--- config.mk ---
export PLATFORM = sky130hd
export DESIGN_NAME = sorted_ring_membership_list
export DESIGN_NICKNAME = d
export VERILOG_FILES = /design/src/srml_pkg.sv /design/src/sorted_ring_membership_list.sv /design/src/srml_ram.sv /design/src/srml_seq.sv
export VERILOG_INCLUDE_DIRS = /design/src /design/src/src
export SDC_FILE = /design/constraint.sdc
export NUM_CORES = 1
export LEC_CHECK = 0
export BUFFER_PORTS_ARGS = -buffer_cell sky130_fd_sc_hd__buf_2
export CAP_MARGIN = 20
export CORE_UTILIZATION = 25
export CTS_CLUSTER_DIAMETER = 40
export DETAILED_ROUTE_END_ITERATION = 10
export HOLD_SLACK_MARGIN = 0.02
export MAX_ROUTING_LAYER = met4
export PLACE_DENSITY = 0.5
export SLEW_MARGIN = 15
export SYNTH_ARGS = -nofsm -noshare
export SYNTH_HDL_FRONTEND = slang
export SYNTH_SLANG_ARGS = --single-unit
--- constraint.sdc ---
create_clock -name aclk -period 12.1 [get_ports aclk]
set_clock_uncertainty 0.05 [all_clocks]
set_input_delay 2.42 -clock aclk [delete_from_list [all_inputs] [get_ports aclk]]
set_output_delay 2.42 -clock aclk [all_outputs]
set_load 0.02 [all_outputs]
--- src/sorted_ring_membership_list_macros.svh ---
// ----------------------------------------------------------------------------
// sorted ring membership list assertion macros
// shared concurrent assertion forms used by the top level
// ----------------------------------------------------------------------------
`ifndef SORTED_RING_MEMBERSHIP_LIST_MACROS_SVH
`define SORTED_RING_MEMBERSHIP_LIST_MACROS_SVH

// same-cycle implication
`define SRML_ASSERT_NOW(label, clk, rstn, ante, cons, msg) \
    label: assert property (@(posedge clk) disable iff (!(rstn)) (ante) |-> (cons)) \
        else $error(msg);

// next-cycle implication
`define SRML_ASSERT_NEXT(label, clk, rstn, ante, cons, msg) \
    label: assert property (@(posedge clk) disable iff (!(rstn)) (ante) |=> (cons)) \
        else $error(msg);

`endif

--- src/srml_pkg.sv ---
// ----------------------------------------------------------------------------
// srml_pkg
// sizes, codes and shared types of the sorted ring membership list
// ----------------------------------------------------------------------------
package srml_pkg;

    localparam int CAPACITY = 16;
    localparam int ID_BITS  = 16;
    localparam int IDX_W    = $clog2(CAPACITY);
    localparam int CNT_W    = $clog2(CAPACITY + 1);

    typedef logic [ID_BITS-1:0] id_t;
    typedef logic [IDX_W-1:0]   idx_t;
    typedef logic [CNT_W-1:0]   cnt_t;
    typedef logic [15:0]        id_port_t;
    typedef logic [4:0]         cnt_port_t;

    // codes 2 and 3 look up
    typedef logic [1:0] func_t;
    localparam func_t FN_INSERT = 2'd0;
    localparam func_t FN_REMOVE = 2'd1;

    typedef enum logic [1:0] {
        ST_OK     = 2'd0,
        ST_ABSENT = 2'd1,
        ST_FULL   = 2'd2,
        ST_DUP    = 2'd3
    } status_t;

    typedef struct packed {
        logic    valid;
        status_t status;
        logic    nbr_valid;
        id_t     pred;
        id_t     succ;
        cnt_t    count;
    } result_t;

endpackage

--- src/sorted_ring_membership_list.sv ---
// ----------------------------------------------------------------------------
// sorted_ring_membership_list
// Keeps up to 16 member ids in ascending order as a ring and answers insert,
// remove and look up requests with a status, the circular predecessor and
// successor and the member count. One request at a time: a word is taken
// when the sequencer is idle. A scan reads one list entry per cycle
// through the ram read port while the same pass shifts entries through
// the write port; an empty list or an insert into a full list skips the
// scan. The sequencer is ready again in the cycle after the output
// register loads. A finished word waits in the output register, and the
// next request may be taken meanwhile. No clearing pass is needed after
// reset.
// ----------------------------------------------------------------------------
`include "sorted_ring_membership_list_macros.svh"

module sorted_ring_membership_list (
    input  logic        aclk,
    input  logic        aresetn,
    input  logic        s_valid,
    output logic        s_ready,
    input  logic [1:0]  s_func,
    input  logic [15:0] s_member_id,
    output logic        m_valid,
    input  logic        m_ready,
    output logic [1:0]  m_status,
    output logic        m_neighbours_valid,
    output logic [15:0] m_pred_id,
    output logic [15:0] m_succ_id,
    output logic [4:0]  m_member_count
);

    srml_pkg::result_t res;
    logic              seq_idle;
    logic              start;
    logic              grant;
    logic              ram_we;
    srml_pkg::idx_t    ram_waddr;
    srml_pkg::id_t     ram_wdata;
    srml_pkg::idx_t    ram_raddr;
    srml_pkg::id_t     ram_rdata;

    logic              m_valid_reg, m_valid_next;
    logic [1:0]        status_reg;
    logic              nv_reg;
    logic [15:0]       pred_reg;
    logic [15:0]       succ_reg;
    logic [4:0]        count_reg;

    logic              s_fire;
    logic              s_hold;
    logic              m_nbr_off;
    logic              nbr_ids_zero;
    logic              count_in_range;

    assign s_ready = seq_idle;
    assign start   = s_valid && seq_idle;
    assign grant   = !m_valid_reg || m_ready;

    srml_seq u_seq (
        .aclk      (aclk),
        .aresetn   (aresetn),
        .start     (start),
        .in_func   (s_func),
        .in_id     (s_member_id[srml_pkg::ID_BITS-1:0]),
        .idle      (seq_idle),
        .grant     (grant),
        .res       (res),
        .ram_we    (ram_we),
        .ram_waddr (ram_waddr),
        .ram_wdata (ram_wdata),
        .ram_raddr (ram_raddr),
        .ram_rdata (ram_rdata)
    );

    srml_ram #(
        .DEPTH (srml_pkg::CAPACITY),
        .WIDTH (srml_pkg::ID_BITS)
    ) u_ram (
        .aclk  (aclk),
        .we    (ram_we),
        .waddr (ram_waddr),
        .wdata (ram_wdata),
        .raddr (ram_raddr),
        .rdata (ram_rdata)
    );

    always_comb begin
        m_valid_next = m_valid_reg;
        if (res.valid && grant) begin
            m_valid_next = 1'b1;
        end else if (m_ready) begin
            m_valid_next = 1'b0;
        end
    end

    always_ff @(posedge aclk) begin
        if (!aresetn) begin
            m_valid_reg <= 1'b0;
        end else begin
            m_valid_reg <= m_valid_next;
        end
    end

    // output word register
    always_ff @(posedge aclk) begin
        if (res.valid && grant) begin
            status_reg <= res.status;
            nv_reg     <= res.nbr_valid;
            pred_reg   <= srml_pkg::id_port_t'(res.pred);
            succ_reg   <= srml_pkg::id_port_t'(res.succ);
            count_reg  <= srml_pkg::cnt_port_t'(res.count);
        end
    end

    assign m_valid            = m_valid_reg;
    assign m_status           = status_reg;
    assign m_neighbours_valid = nv_reg;
    assign m_pred_id          = pred_reg;
    assign m_succ_id          = succ_reg;
    assign m_member_count     = count_reg;

    assign s_fire         = s_valid && s_ready;
    assign s_hold         = s_ready && !s_valid;
    assign m_nbr_off      = m_valid && !m_neighbours_valid;
    assign nbr_ids_zero   = (m_pred_id == 16'd0) && (m_succ_id == 16'd0);
    assign count_in_range = (res.count <= srml_pkg::cnt_t'(srml_pkg::CAPACITY));

    `SRML_ASSERT_NEXT(a_busy_after_accept, aclk, aresetn, s_fire, !s_ready, "ready after accept")
    `SRML_ASSERT_NOW(a_zero_nbrs, aclk, aresetn, m_nbr_off, nbr_ids_zero, "neighbours not zero")
    `SRML_ASSERT_NEXT(a_count_idle, aclk, aresetn, s_hold, $stable(res.count), "idle count moved")
    `SRML_ASSERT_NOW(a_count_cap, aclk, aresetn, 1'b1, count_in_range, "count above capacity")

endmodule

--- src/srml_ram.sv ---
// ----------------------------------------------------------------------------
// srml_ram
// simple dual port ram, one write and one registered read per cycle
// ----------------------------------------------------------------------------
module srml_ram #(
    parameter int DEPTH = 16,
    parameter int WIDTH = 16,
    parameter int AW    = $clog2(DEPTH)
) (
    input  logic             aclk,
    input  logic             we,
    input  logic [AW-1:0]    waddr,
    input  logic [WIDTH-1:0] wdata,
    input  logic [AW-1:0]    raddr,
    output logic [WIDTH-1:0] rdata
);

    logic [WIDTH-1:0] mem [DEPTH];
    logic [WIDTH-1:0] rdata_reg;

    always_ff @(posedge aclk) begin
        if (we) begin
            mem[waddr] <= wdata;
        end
        rdata_reg <= mem[raddr];
    end

    assign rdata = rdata_reg;

endmodule

--- src/srml_seq.sv ---
// ----------------------------------------------------------------------------
// srml_seq
// scan sequencer: one pass over the list finds the id, its neighbours and
// shifts entries on insert or remove through the single ram port pair
// ----------------------------------------------------------------------------
module srml_seq (
    input  logic                  aclk,
    input  logic                  aresetn,
    input  logic                  start,
    input  srml_pkg::func_t       in_func,
    input  srml_pkg::id_t         in_id,
    output logic                  idle,
    input  logic                  grant,
    output srml_pkg::result_t     res,
    output logic                  ram_we,
    output srml_pkg::idx_t        ram_waddr,
    output srml_pkg::id_t         ram_wdata,
    output srml_pkg::idx_t        ram_raddr,
    input  srml_pkg::id_t         ram_rdata
);

    typedef enum logic [3:0] {
        S_IDLE   = 4'b0001,
        S_SCAN   = 4'b0010,
        S_FINISH = 4'b0100,
        S_DONE   = 4'b1000
    } state_t;

    state_t            state_reg, state_next;
    srml_pkg::func_t   func_reg, func_next;
    srml_pkg::id_t     id_reg, id_next;
    srml_pkg::cnt_t    count_reg, count_next;
    srml_pkg::cnt_t    idx_reg, idx_next;
    srml_pkg::idx_t    pidx_reg, pidx_next;
    logic              rvld_reg, rvld_next;
    srml_pkg::id_t     prev_reg, prev_next;
    srml_pkg::id_t     first_reg, first_next;
    srml_pkg::id_t     carry_reg, carry_next;
    srml_pkg::id_t     pred_reg, pred_next;
    srml_pkg::id_t     succ_reg, succ_next;
    logic              hit_reg, hit_next;
    logic              dup_reg, dup_next;
    logic              need_succ_reg, need_succ_next;
    logic              pred_last_reg, pred_last_next;
    logic              succ_first_reg, succ_first_next;
    srml_pkg::status_t status_reg, status_next;
    logic              nv_reg, nv_next;

    logic              is_ins;
    logic              is_rem;
    logic              is_last;
    srml_pkg::id_t     d;

    assign is_ins  = (func_reg == srml_pkg::FN_INSERT);
    assign is_rem  = (func_reg == srml_pkg::FN_REMOVE);
    assign d       = ram_rdata;
    assign is_last = (srml_pkg::cnt_t'(pidx_reg) == count_reg - srml_pkg::cnt_t'(1));

    always_comb begin
        state_next      = state_reg;
        func_next       = func_reg;
        id_next         = id_reg;
        count_next      = count_reg;
        idx_next        = idx_reg;
        pidx_next       = pidx_reg;
        rvld_next       = rvld_reg;
        prev_next       = prev_reg;
        first_next      = first_reg;
        carry_next      = carry_reg;
        pred_next       = pred_reg;
        succ_next       = succ_reg;
        hit_next        = hit_reg;
        dup_next        = dup_reg;
        need_succ_next  = need_succ_reg;
        pred_last_next  = pred_last_reg;
        succ_first_next = succ_first_reg;
        status_next     = status_reg;
        nv_next         = nv_reg;
        ram_we          = 1'b0;
        ram_waddr       = pidx_reg;
        ram_wdata       = d;
        ram_raddr       = idx_reg[srml_pkg::IDX_W-1:0];

        case (state_reg)
            S_IDLE: begin
                if (start) begin
                    func_next       = in_func;
                    id_next         = in_id;
                    idx_next        = '0;
                    rvld_next       = 1'b0;
                    hit_next        = 1'b0;
                    dup_next        = 1'b0;
                    need_succ_next  = 1'b0;
                    pred_last_next  = 1'b0;
                    succ_first_next = 1'b0;
                    if (in_func == srml_pkg::FN_INSERT &&
                        count_reg == srml_pkg::cnt_t'(srml_pkg::CAPACITY)) begin
                        status_next = srml_pkg::ST_FULL;
                        nv_next     = 1'b0;
                        state_next  = S_DONE;
                    end else if (count_reg == '0) begin
                        state_next = S_FINISH;
                    end else begin
                        state_next = S_SCAN;
                    end
                end
            end
            S_SCAN: begin
                // read issue, data back in the next cycle
                if (idx_reg < count_reg) begin
                    rvld_next = 1'b1;
                    pidx_next = idx_reg[srml_pkg::IDX_W-1:0];
                    idx_next  = idx_reg + srml_pkg::cnt_t'(1);
                end else begin
                    rvld_next = 1'b0;
                end
                if (rvld_reg) begin
                    prev_next = d;
                    if (pidx_reg == '0) begin
                        first_next = d;
                    end
                    if (is_ins) begin
                        if (!hit_reg && !dup_reg) begin
                            if (d == id_reg) begin
                                dup_next = 1'b1;
                            end else if (d > id_reg) begin
                                // insert point, shift the rest up
                                hit_next       = 1'b1;
                                ram_we         = 1'b1;
                                ram_wdata      = id_reg;
                                carry_next     = d;
                                pred_next      = prev_reg;
                                pred_last_next = (pidx_reg == '0);
                                succ_next      = d;
                            end
                        end else if (hit_reg) begin
                            ram_we     = 1'b1;
                            ram_wdata  = carry_reg;
                            carry_next = d;
                        end
                    end else begin
                        if (!hit_reg) begin
                            if (d == id_reg) begin
                                hit_next        = 1'b1;
                                pred_next       = prev_reg;
                                pred_last_next  = (pidx_reg == '0);
                                succ_first_next = is_last;
                                need_succ_next  = !is_last;
                            end
                        end else begin
                            if (need_succ_reg) begin
                                succ_next      = d;
                                need_succ_next = 1'b0;
                            end
                            if (is_rem) begin
                                // shift down over the removed entry
                                ram_we    = 1'b1;
                                ram_waddr = pidx_reg - srml_pkg::idx_t'(1);
                                ram_wdata = d;
                            end
                        end
                    end
                    if (is_last) begin
                        state_next = S_FINISH;
                    end
                end
            end
            S_FINISH: begin
                if (is_ins) begin
                    if (dup_reg) begin
                        status_next = srml_pkg::ST_DUP;
                        nv_next     = 1'b0;
                    end else begin
                        ram_we      = 1'b1;
                        ram_waddr   = count_reg[srml_pkg::IDX_W-1:0];
                        ram_wdata   = hit_reg ? carry_reg : id_reg;
                        count_next  = count_reg + srml_pkg::cnt_t'(1);
                        status_next = srml_pkg::ST_OK;
                        nv_next     = 1'b1;
                        if (!hit_reg) begin
                            // appended at the tail
                            pred_next = (count_reg == '0) ? id_reg : prev_reg;
                            succ_next = (count_reg == '0) ? id_reg : first_reg;
                        end else if (pred_last_reg) begin
                            pred_next = prev_reg;
                        end
                    end
                end else if (!hit_reg) begin
                    status_next = srml_pkg::ST_ABSENT;
                    nv_next     = 1'b0;
                end else begin
                    status_next = srml_pkg::ST_OK;
                    nv_next     = 1'b1;
                    if (pred_last_reg) begin
                        pred_next = prev_reg;
                    end
                    if (succ_first_reg) begin
                        succ_next = first_reg;
                    end
                    if (is_rem) begin
                        count_next = count_reg - srml_pkg::cnt_t'(1);
                    end
                end
                state_next = S_DONE;
            end
            S_DONE: begin
                if (grant) begin
                    state_next = S_IDLE;
                end
            end
            default: begin
                state_next = S_IDLE;
            end
        endcase
    end

    always_ff @(posedge aclk) begin
        if (!aresetn) begin
            state_reg <= S_IDLE;
            count_reg <= '0;
            rvld_reg  <= 1'b0;
        end else begin
            state_reg <= state_next;
            count_reg <= count_next;
            rvld_reg  <= rvld_next;
        end
    end

    always_ff @(posedge aclk) begin
        func_reg       <= func_next;
        id_reg         <= id_next;
        idx_reg        <= idx_next;
        pidx_reg       <= pidx_next;
        prev_reg       <= prev_next;
        first_reg      <= first_next;
        carry_reg      <= carry_next;
        pred_reg       <= pred_next;
        succ_reg       <= succ_next;
        hit_reg        <= hit_next;
        dup_reg        <= dup_next;
        need_succ_reg  <= need_succ_next;
        pred_last_reg  <= pred_last_next;
        succ_first_reg <= succ_first_next;
        status_reg     <= status_next;
        nv_reg         <= nv_next;
    end

    assign idle          = (state_reg == S_IDLE);
    assign res.valid     = (state_reg == S_DONE);
    assign res.status    = status_reg;
    assign res.nbr_valid = nv_reg;
    assign res.pred      = nv_reg ? pred_reg : '0;
    assign res.succ      = nv_reg ? succ_reg : '0;
    assign res.count     = count_reg;

endmodule
==> results of run 1 <==
## power by group
group / internal (mW) / total [mW] / switching [mW]
Combinational: 0.388 / 1.04 / 0.650
Sequential: 1.94 / 2.06 / 0.122
Clock: 1.27 / 2.00 / 0.738
## area by class of cell
| cell class | count | area, um2 |
|---|---|---|
| fillers | 7122 | 50400 |
| well taps | 959 | 1200 |
| diodes | 1 | 2.50 |
| multi-input cells | 602 | 5240 |
| inverters | 44 | 165 |
| repair buffers | 106 | 669 |
| clock buffers | 81 | 1850 |
| clock inverters | 46 | 526 |
| flip-flops and latches | 438 | 12900 |
## routing by layer
layer,wire [um],track usage (%),up-vias
met2,22300,20.1,364
met4,933,4.43,0
li1,-,-,4833
met3,2880,2.54,71
met5,0,-,-
met1,20800,16.9,5451
## cell families after synthesis
| group | count (synthesis) |
|---|---|
| fa+ha+maj | 24 |
| buf+inv | 105 |
| compound gates | 242 |
| mux | 83 |
| flops | 438 |
| xor+xnor | 14 |
| simple gates | 239 |
## critical path, cell delays in order (launching register included)
cell and delay, ps:
edfxtp_1 420, inv_1 120, ha_1 360, nand4_2 150
or4_4 630, a21o_4 240, a311oi_4 740, a211oi_2 160
buf_4 250, nor3_2 820, buf_4 320
## cells in the mapped netlist, types with 6 or more instances
cell        n  area [um2]
nor3_1     27         135
o221a_2    12         135
a21o_1      8        60.1
buf_1       9        33.8
edfxtp_1  411       12300
inv_1      41         154
xnor2_1     9        78.8
a221o_1    12         120
ha_1       24         300
o211ai_1    7        52.6
and2_1     41         257
nor2_1     61         229
o21ai_0    47         235
nand3_1    12        60.1
o22ai_1    30         188
mux4_2     80        1800
or3_1      13        81.3
buf_2       6        30.0
a31oi_1    14        87.6
a21oi_1    80         400
clkbuf_1   45         169
dfxtp_1    27         541
nand2_1    49         184
## path summary, 6_finish.rpt
kind	start	endpoint	slack, ps
setup / recovery	u_seq.id_reg[15]	u_ram.mem[3][13]	7530
hold / removal	u_seq.status_reg[0]	m_status[0]	380
setup reg to reg	u_seq.id_reg[15]	u_ram.mem[3][13]	7530
hold reg to reg	u_seq.status_reg[0]	m_status[0]	380
## per-stage QoR
stage	setup slack, ps	power, mW	cells
2_1_floorplan	7320	2.74	1145
3_3_place_gp	7590	3.10	2140
3_5_place_dp	7480	3.13	2145
4_1_cts	7500	5.15	2272
5_1_grt	7330	5.31	2276
6_report	7530	5.10	2277
==> qor.csv, run 1 <==
stage,metric,value,unit
yosys,synth_mux_area_share,9.95,%
clock_network,ctsHtreeMaxLevel,3,
yosys,syn_nets,1191,
sta,finalHoldViolCount,0,
power_and_ir_drop,p_per_area,227,nW/um2
sta,hold_ws,376,ps
yosys,synth_edf_count,411,
global_route,grt_antenna_before_repair,2,
job,cap_violations,0,
yosys,synth.distinct_cells,69,
yosys,syn_avg_cell_area,16.1,um2
global_route,grt_usage,13.0,%
floorplan,die_area,74800,um2
global_route,grt_start_max_net_pins,51,
worst_setup_path,critPathLaunchType,flip-flop,
place,dpl-instance-area,20100,um2
worst_setup_path,cp.required,12330,ps
floorplan,coreArea,73000,um2
yosys,syn_area,18400,um2
sta,final-max-slew-violation-count,0,
detailed_routing,vias_per_cell,4.71,
sta,setup_viol,0,
yosys,synthXorXnorAreaFrac,0.741,%
clock_network,cts_setup_buffers,0,
power_and_ir_drop,cellLeakagePower,7.47,nW
detailed_routing,drt_iter0_markers,945,
yosys,yosys_register_bits,438,
floorplan,die_y,273,um
clock_network,cts_root_buffer,clkbuf_16,
detailed_routing,finalWirelength,46.9,mm
sta,setup_tns,0,ps
place,portBuffers,63,
clock_network,numCtsBuffers,69,
worst_setup_path,endpoint_kind,flip-flop,
status,status,finished clean,
floorplan,die_w,273,um
power_and_ir_drop,peakVddDrop,0.106,mV
yosys,ys.flop_type,edfxtp_1,
detailed_routing,route.detailed.drc,0,
sta,min_period,4570,ps
worst_setup_path,r2r_cells,10,
floorplan,initial_core_util,25.2,%
place,post-dp-hpwl,28.7,mm
clock_network,cts.sink_count,438,
sta,worst_pin_slew,1040,ps
sta,rsz0062_at_grt,no,
sta,max_freq,219,MHz
sta,max_slew_margin,30.7,%
cells_and_area,largest-register,u_ram.mem,
detailed_routing,vias,10700,
clock_network,clk_latency,590,ps
clock_network,cts.clk_slew.worst_paths,50,ps
global_route,grt_overflow_total,0,
detailed_routing,drt-pass1-iter-count,5,
cells_and_area,final_core_util,30.9,%
yosys,synth_cells,1145,
cells_and_area,final_area,22500,um2
global_route,grt_pass1_wl,70.1,mm
yosys,synth-compound-area-share,8.76,%
min_path,holdPathStages,0,
cells_and_area,final_cell_mix,"edfxtp_1, mux4_2, a21oi_1",
cells_and_area,final_common_cell,edfxtp_1,
worst_setup_path,cp.arrival,4800,ps
yosys,yosys.area_share.simple,6.75,%
cells_and_area,drive_gt1_share,27.0,%
clock_network,cts.path.max_buffers,3,
yosys,synth_top_family_by_area,multiplexers,
cells_and_area,final_net_count,1307,
floorplan,rows,99,
sta,period_share,37.8,%
cells_and_area,largest_register_ffs,256,
clock_network,cts_tree,built,
place,place.gp.congestion,0.854,
yosys,ys_warn_count,0,
yosys,ys_seq_area_share,70.0,%
floorplan,io_pins,64,
worst_setup_path,worstSetupPathType,reg -> reg,
yosys,synthArstFlopShare,0,%
global_route,first_global_vias,10700,
cells_and_area,layout-area-overhead-vs-synth,22.3,%
clock_network,post_cts_resized,0,
detailed_routing,antenna_left,0,
min_path,hold_class,reg -> reg,
worst_setup_path,crit_fanout,16,
clock_network,postCtsHoldBufs,0,
yosys,synth-adder-area-share,1.63,%
detailed_routing,wl_per_cell,20.6,um
(Power assumes the default switching activity.)
==> run 2: changes to the inputs <==
--- a/config.mk
+++ b/config.mk
@@ -13,7 +13,7 @@
 export DETAILED_ROUTE_END_ITERATION = 10
 export HOLD_SLACK_MARGIN = 0.02
 export MAX_ROUTING_LAYER = met4
-export PLACE_DENSITY = 0.5
+export PLACE_DENSITY = 0.51
 export SLEW_MARGIN = 15
 export SYNTH_ARGS = -nofsm -noshare
 export SYNTH_HDL_FRONTEND = slang
==> constraint.sdc (replaced) <==
create_clock -name aclk -period 4.1 [get_ports aclk]
set_clock_uncertainty 0.05 [all_clocks]
set_input_delay 0.82 -clock aclk [delete_from_list [all_inputs] [get_ports aclk]]
set_output_delay 0.82 -clock aclk [all_outputs]
set_load 0.02 [all_outputs]
==> run 2 against run 1 <==
Sequential power increased to 2.9 times the previous value. Power increased to 3.0 times the previous value. Clock power increased to 3.0 times the previous value. Utilization increased by 0.43 points. Via count increased by 1.2%. Register-to-register slack got worse by 7300 ps. Combinational power increased to 3.1 times the previous value.
==> qor.csv, run 2 (synthesis gave the netlist of run 1 again) <==
stage,metric,value,unit,change
status,status,finished clean,,
floorplan,initial_core_util,25.2,%,unchanged
cells_and_area,fill_cells,7098,,-0.34%
place,dpl_worst_slack,195,ps,-7290 ps
global_route,grtUsageMet3,2.58,%,+0.035 points
cells_and_area,final_common_cell,edfxtp_1,,
clock_network,clk_latency,600,ps,about the same
floorplan,die_area,74800,um2,unchanged
clock_network,cts.clk_slew.worst_paths,50,ps,about the same
detailed_routing,wl_per_cell,19.7,um,-4.1%
global_route,first_global_vias,11000,,+2.6%
clock_network,cts_tree,built,,
power_and_ir_drop,power.total,15.3,mW,+200%
floorplan,io_pins,64,,unchanged
sta,setup_viol,0,,unchanged
cells_and_area,multiInputGateArea,5230,um2,about the same
sta,max_slew_margin,32.8,%,+2.1 points
floorplan,coreArea,73000,um2,unchanged
global_route,grt_usage,12.7,%,-0.30 points
clock_network,cts_root_buffer,clkbuf_16,,
clock_network,cts.path.max_buffers,3,,unchanged
sta,max_freq,258,MHz,+18%
global_route,grt_antenna_before_repair,0,,-2
sta,min_period,3880,ps,-695 ps
detailed_routing,vias_per_cell,4.70,,-0.17%
cells_and_area,layout-area-overhead-vs-synth,24.0,%,
job,cap_violations,0,,unchanged
clock_network,numCtsBuffers,71,,+2.9%
detailed_routing,vias,10800,,+1.2%
global_route,grt_start_max_net_pins,69,,+35%
detailed_routing,antenna_left,0,,unchanged
global_route,grt_busiest_layer,met2,,
worst_setup_path,endpoint_kind,flip-flop,,
global_route,grt_overflow_total,0,,unchanged
global_route,grt_pass1_wl,69.3,mm,-1.2%
clock_network,cts_setup_buffers,0,,unchanged
min_path,hold_class,in -> reg,,
cells_and_area,final_net_count,1338,,+2.4%
worst_setup_path,crit_fanout,16,,unchanged
place,place.gp.congestion,0.878,,+2.8%
power_and_ir_drop,cellLeakagePower,7.63,nW,+2.1%
sta,finalHoldViolCount,0,,unchanged
floorplan,die_y,273,um,unchanged
sta,worst_pin_slew,1010,ps,-31.0 ps
cells_and_area,diodes,0,,-1
clock_network,cts.sink_count,438,,unchanged
cells_and_area,final-seq-area,12900,um2,unchanged
cells_and_area,drive_gt1_share,28.5,%,+1.5 points
cells_and_area,finalNonFillerCells,2308,,+1.4%
detailed_routing,drt_iter0_markers,941,,-0.42%
global_route,met1_usage,16.6,%,-0.31 points
sta,period_share,94.6,%,+57 points
clock_network,ctsHtreeMaxLevel,3,,unchanged
sta,setup_tns,0,ps,unchanged
worst_setup_path,worstSetupPathType,reg -> reg,,
cells_and_area,largest-register,u_ram.mem,,
cells_and_area,final_cell_mix,"edfxtp_1, mux4_2, a21oi_1",,
detailed_routing,finalWirelength,45.6,mm,-2.8%
cells_and_area,largest_register_ffs,256,,unchanged
worst_setup_path,cp.arrival,4100,ps,-700 ps
power_and_ir_drop,peakVddDrop,0.348,mV,+230%
detailed_routing,route.detailed.drc,0,,unchanged
detailed_routing,drt-pass1-iter-count,5,,unchanged
clock_network,postCtsHoldBufs,0,,unchanged
global_route,use_met2,19.4,%,-0.76 points
floorplan,die_w,273,um,unchanged
power_and_ir_drop,p_per_area,670,nW/um2,+200%
place,numPlacedInstances,2177,,+1.5%
worst_setup_path,cp.required,4320,ps,-8010 ps
clock_network,post_cts_resized,0,,unchanged
floorplan,rows,99,,unchanged
sta,timing.final.ws_setup,220,ps,-7300 ps
place,post-dp-hpwl,29.8,mm,+3.9%
place,portBuffers,63,,unchanged
worst_setup_path,critPathLaunchType,flip-flop,,
sta,final-max-slew-violation-count,0,,unchanged
sta,rsz0062_at_grt,no,,
run 2: worst paths after layout:
check                           start               end  slack (ps)  depth (start not counted)
setup reg to reg     u_seq.id_reg[13]  u_ram.mem[6][14]         220                         10
setup / recovery     u_seq.id_reg[13]  u_ram.mem[6][14]         220                         10
hold / removal         s_member_id[0]   u_seq.id_reg[0]         340                          1
hold reg to reg   u_seq.status_reg[0]       m_status[0]         390                          0
run 2: where the power goes:
part	leakage, nW	internal, mW	switching [mW]	total [mW]
Combinational	2.54	1.24	2.03	3.27
Sequential	3.93	5.72	0.285	6.01
Clock	1.16	3.83	2.20	6.03
run 2: per-stage QoR:
step           instance area [um2]  util, %  hold slack, ps
2_1_floorplan                18400        -             350
6_report                     22800     31.3             344
3_3_place_gp                 20400     27.9             373
5_1_grt                      22800     31.3             334
4_1_cts                      22800     31.3             316
3_5_place_dp                 20400     27.9             373
run 2: per-layer routing:
metal	vias up	part of all wire (%)
li1	4868	-
met1	5472	45
met2	410	46
met3	97	6.2
met4	0	2.4
met5	-	0
run 2: worst max-delay path, cell delays in order, from the launching register on:
cell and delay [ps]:
edfxtp_1 430, inv_1 130, ha_1 330, nand4_2 150
or4_4 630, a21o_4 240, a311oi_4 640, a211oi_2 180
buf_4 270, nor3_2 200, buf_4 280
run 2: cell type report:
| type | count | area share [%] |
|---|---|---|
| clock buffers | 83 | 8.21 |
| clock inverters | 47 | 2.44 |
| inverters | 44 | 0.723 |
| multi-input cells | 602 | 22.9 |
| flip-flops and latches | 438 | 56.4 |
| well taps | 959 | 5.25 |
| repair buffers | 135 | 4.08 |
==> run 3: changes to the inputs <==
--- a/config.mk
+++ b/config.mk
@@ -14,6 +14,7 @@
 export HOLD_SLACK_MARGIN = 0.02
 export MAX_ROUTING_LAYER = met4
 export PLACE_DENSITY = 0.51
+export REMOVE_ABC_BUFFERS = 1
 export SLEW_MARGIN = 15
 export SYNTH_ARGS = -nofsm -noshare
 export SYNTH_HDL_FRONTEND = slang
==> run 3 against run 2 <==
Cell count is 0.30% lower. Utilization is 0.14 points lower. Non-clock buffer count shrank 3. Via count down 1.2%. Count of clock-buffer cells in the layout is 7 lower. Critical path depth down 5. Sequential share of layout area rose by 0.26 points. Setup slack better by 270 ps. First-iteration DRC count shrank 3.8%. Wire length increased by 2.2%. Hold slack improved by 0.63 ps. Flip-flop and latch count is the same. Largest cell class unchanged.
==> qor.csv, run 3 (synthesis gave the netlist of run 1 again) <==
stage,metric,value,unit,change
detailed_routing,vias_per_cell,4.66,,-0.87%
cells_and_area,drive_gt1_share,28.5,%,about the same
place,place.gp.congestion,0.894,,+1.8%
clock_network,cts.clk_slew.worst_paths,60,ps,about the same
clock_network,numCtsBuffers,69,,-2.8%
global_route,first_global_vias,11000,,-0.073%
cells_and_area,final_net_count,1333,,-0.37%
detailed_routing,drt_iter0_markers,905,,-3.8%
worst_setup_path,cp.arrival,3790,ps,-310 ps
detailed_routing,finalWirelength,46.6,mm,+2.2%
sta,timing.final.ws_setup,487,ps,+267 ps
floorplan,die_y,273,um,unchanged
detailed_routing,wl_per_cell,20.2,um,+2.5%
clock_network,ctsHtreeMaxLevel,3,,unchanged
status,status,finished clean,,
worst_setup_path,critPathLaunchType,flip-flop,,
floorplan,die_w,273,um,unchanged
worst_setup_path,worstSetupPathType,reg -> reg,,
sta,worst_pin_slew,1040,ps,+37.4 ps
min_path,hold_class,in -> reg,,
clock_network,post_cts_resized,0,,unchanged
power_and_ir_drop,cellLeakagePower,7.61,nW,-0.35%
floorplan,rows,99,,unchanged
power_and_ir_drop,power.total,15.2,mW,-0.78%
clock_network,cts_root_buffer,clkbuf_16,,
global_route,grt_usage,12.9,%,+0.26 points
cells_and_area,diodes,0,,unchanged
sta,period_share,88.1,%,-6.5 points
detailed_routing,vias,10700,,-1.2%
cells_and_area,final_cell_mix,"edfxtp_1, mux4_2, a21oi_1",,
worst_setup_path,endpoint_kind,flip-flop,,
floorplan,initial_core_util,25.2,%,unchanged
sta,setup_tns,0,ps,unchanged
clock_network,clk_latency,600,ps,about the same
cells_and_area,largest-register,u_ram.mem,,
cells_and_area,final_core_util,31.2,%,-0.14 points
place,post-dp-hpwl,30.6,mm,+2.7%
cells_and_area,final_common_cell,edfxtp_1,,
sta,finalHoldViolCount,0,,unchanged
floorplan,die_area,74800,um2,unchanged
power_and_ir_drop,peakVddDrop,0.299,mV,-14%
detailed_routing,antenna_left,0,,unchanged
sta,max_freq,277,MHz,+7.4%
job,cap_violations,0,,unchanged
sta,min_period,3610,ps,-267 ps
global_route,grt_start_max_net_pins,68,,-1.4%
global_route,grt_antenna_before_repair,0,,unchanged
global_route,grt_overflow_total,0,,unchanged
sta,rsz0062_at_grt,no,,
cells_and_area,largest_register_ffs,256,,unchanged
clock_network,cts_tree,built,,
place,portBuffers,63,,unchanged
cells_and_area,layout-area-overhead-vs-synth,23.5,%,
clock_network,cts_setup_buffers,0,,unchanged
detailed_routing,route.detailed.drc,0,,unchanged
worst_setup_path,crit_fanout,16,,unchanged
floorplan,io_pins,64,,unchanged
place,dpl_worst_slack,542,ps,+347 ps
detailed_routing,drt-pass1-iter-count,5,,unchanged
clock_network,postCtsHoldBufs,0,,unchanged
floorplan,coreArea,73000,um2,unchanged
sta,setup_viol,0,,unchanged
sta,max_slew_margin,30.3,%,-2.5 points
sta,final-max-slew-violation-count,0,,unchanged
clock_network,cts.sink_count,438,,unchanged
global_route,grt_pass1_wl,70.4,mm,+1.7%
worst_setup_path,cp.required,4280,ps,-40 ps
power_and_ir_drop,p_per_area,668,nW/um2,-0.32%
clock_network,cts.path.max_buffers,3,,unchanged
==> run 3: cell count changes in the layout (fill, tap and decap cells not counted), sizes merged <==
cell / change
clkinvlp: -1
bufinv: +2
clkbuf: -7
clkinv: -5
inv: +7
buf: -3
==> run 3: cell type report <==
type	instances	area, um2
timing repair buffer	132	846
clock inverter	50	659
sequential	438	12900
multi-input combinational	602	5230
tap	959	1200
inverter	44	165
clock buffer	76	1750
fill	7100	50200
==> run 3: worst max-delay path, cell delays in order (launching register included) <==
cell	delay, ps
edfxtp_1	550
or3b_2	510
a211oi_1	630
and2_1	380
nand2_1	420
a221o_1	700
==> run 3: path summary, 6_finish.rpt <==
check	startpoint	endpoint	slack, ps	cells after the start
worst max-delay path	u_seq.dup_reg	u_ram.mem[12][6]	490	5
worst min-delay path	s_member_id[3]	u_seq.id_reg[3]	340	1
worst max register to register	u_seq.dup_reg	u_ram.mem[12][6]	490	5
worst min register to register	u_seq.status_reg[0]	m_status[0]	390	0
==> run 3: report_power, final <==
| group | internal [mW] | leakage, nW | switching, mW |
|---|---|---|---|
| sequential | 5.72 | 3.93 | 0.373 |
| combinational | 1.18 | 2.52 | 1.87 |
| clock | 3.81 | 1.16 | 2.24 |
==> run 3: per-stage QoR <==
stage	cells	area, um2	hold WS, ps
2_1_floorplan	1084	18200	350
3_3_place_gp	2175	20300	382
3_5_place_dp	2175	20300	363
4_1_cts	2301	22700	314
5_1_grt	2301	22700	319
6_report	2301	22700	344
==> run 3: metal layers <==
| metal | wire (um) | vias to the layer above | global-route usage (%) |
|---|---|---|---|
| met4 | 1030 | 0 | 4.26 |
| met1 | 19500 | 5458 | 15.5 |
| met5 | 0 | - | - |
| li1 | - | 4879 | - |
| met2 | 23500 | 306 | 21.8 |
| met3 | 2470 | 77 | 2.59 |
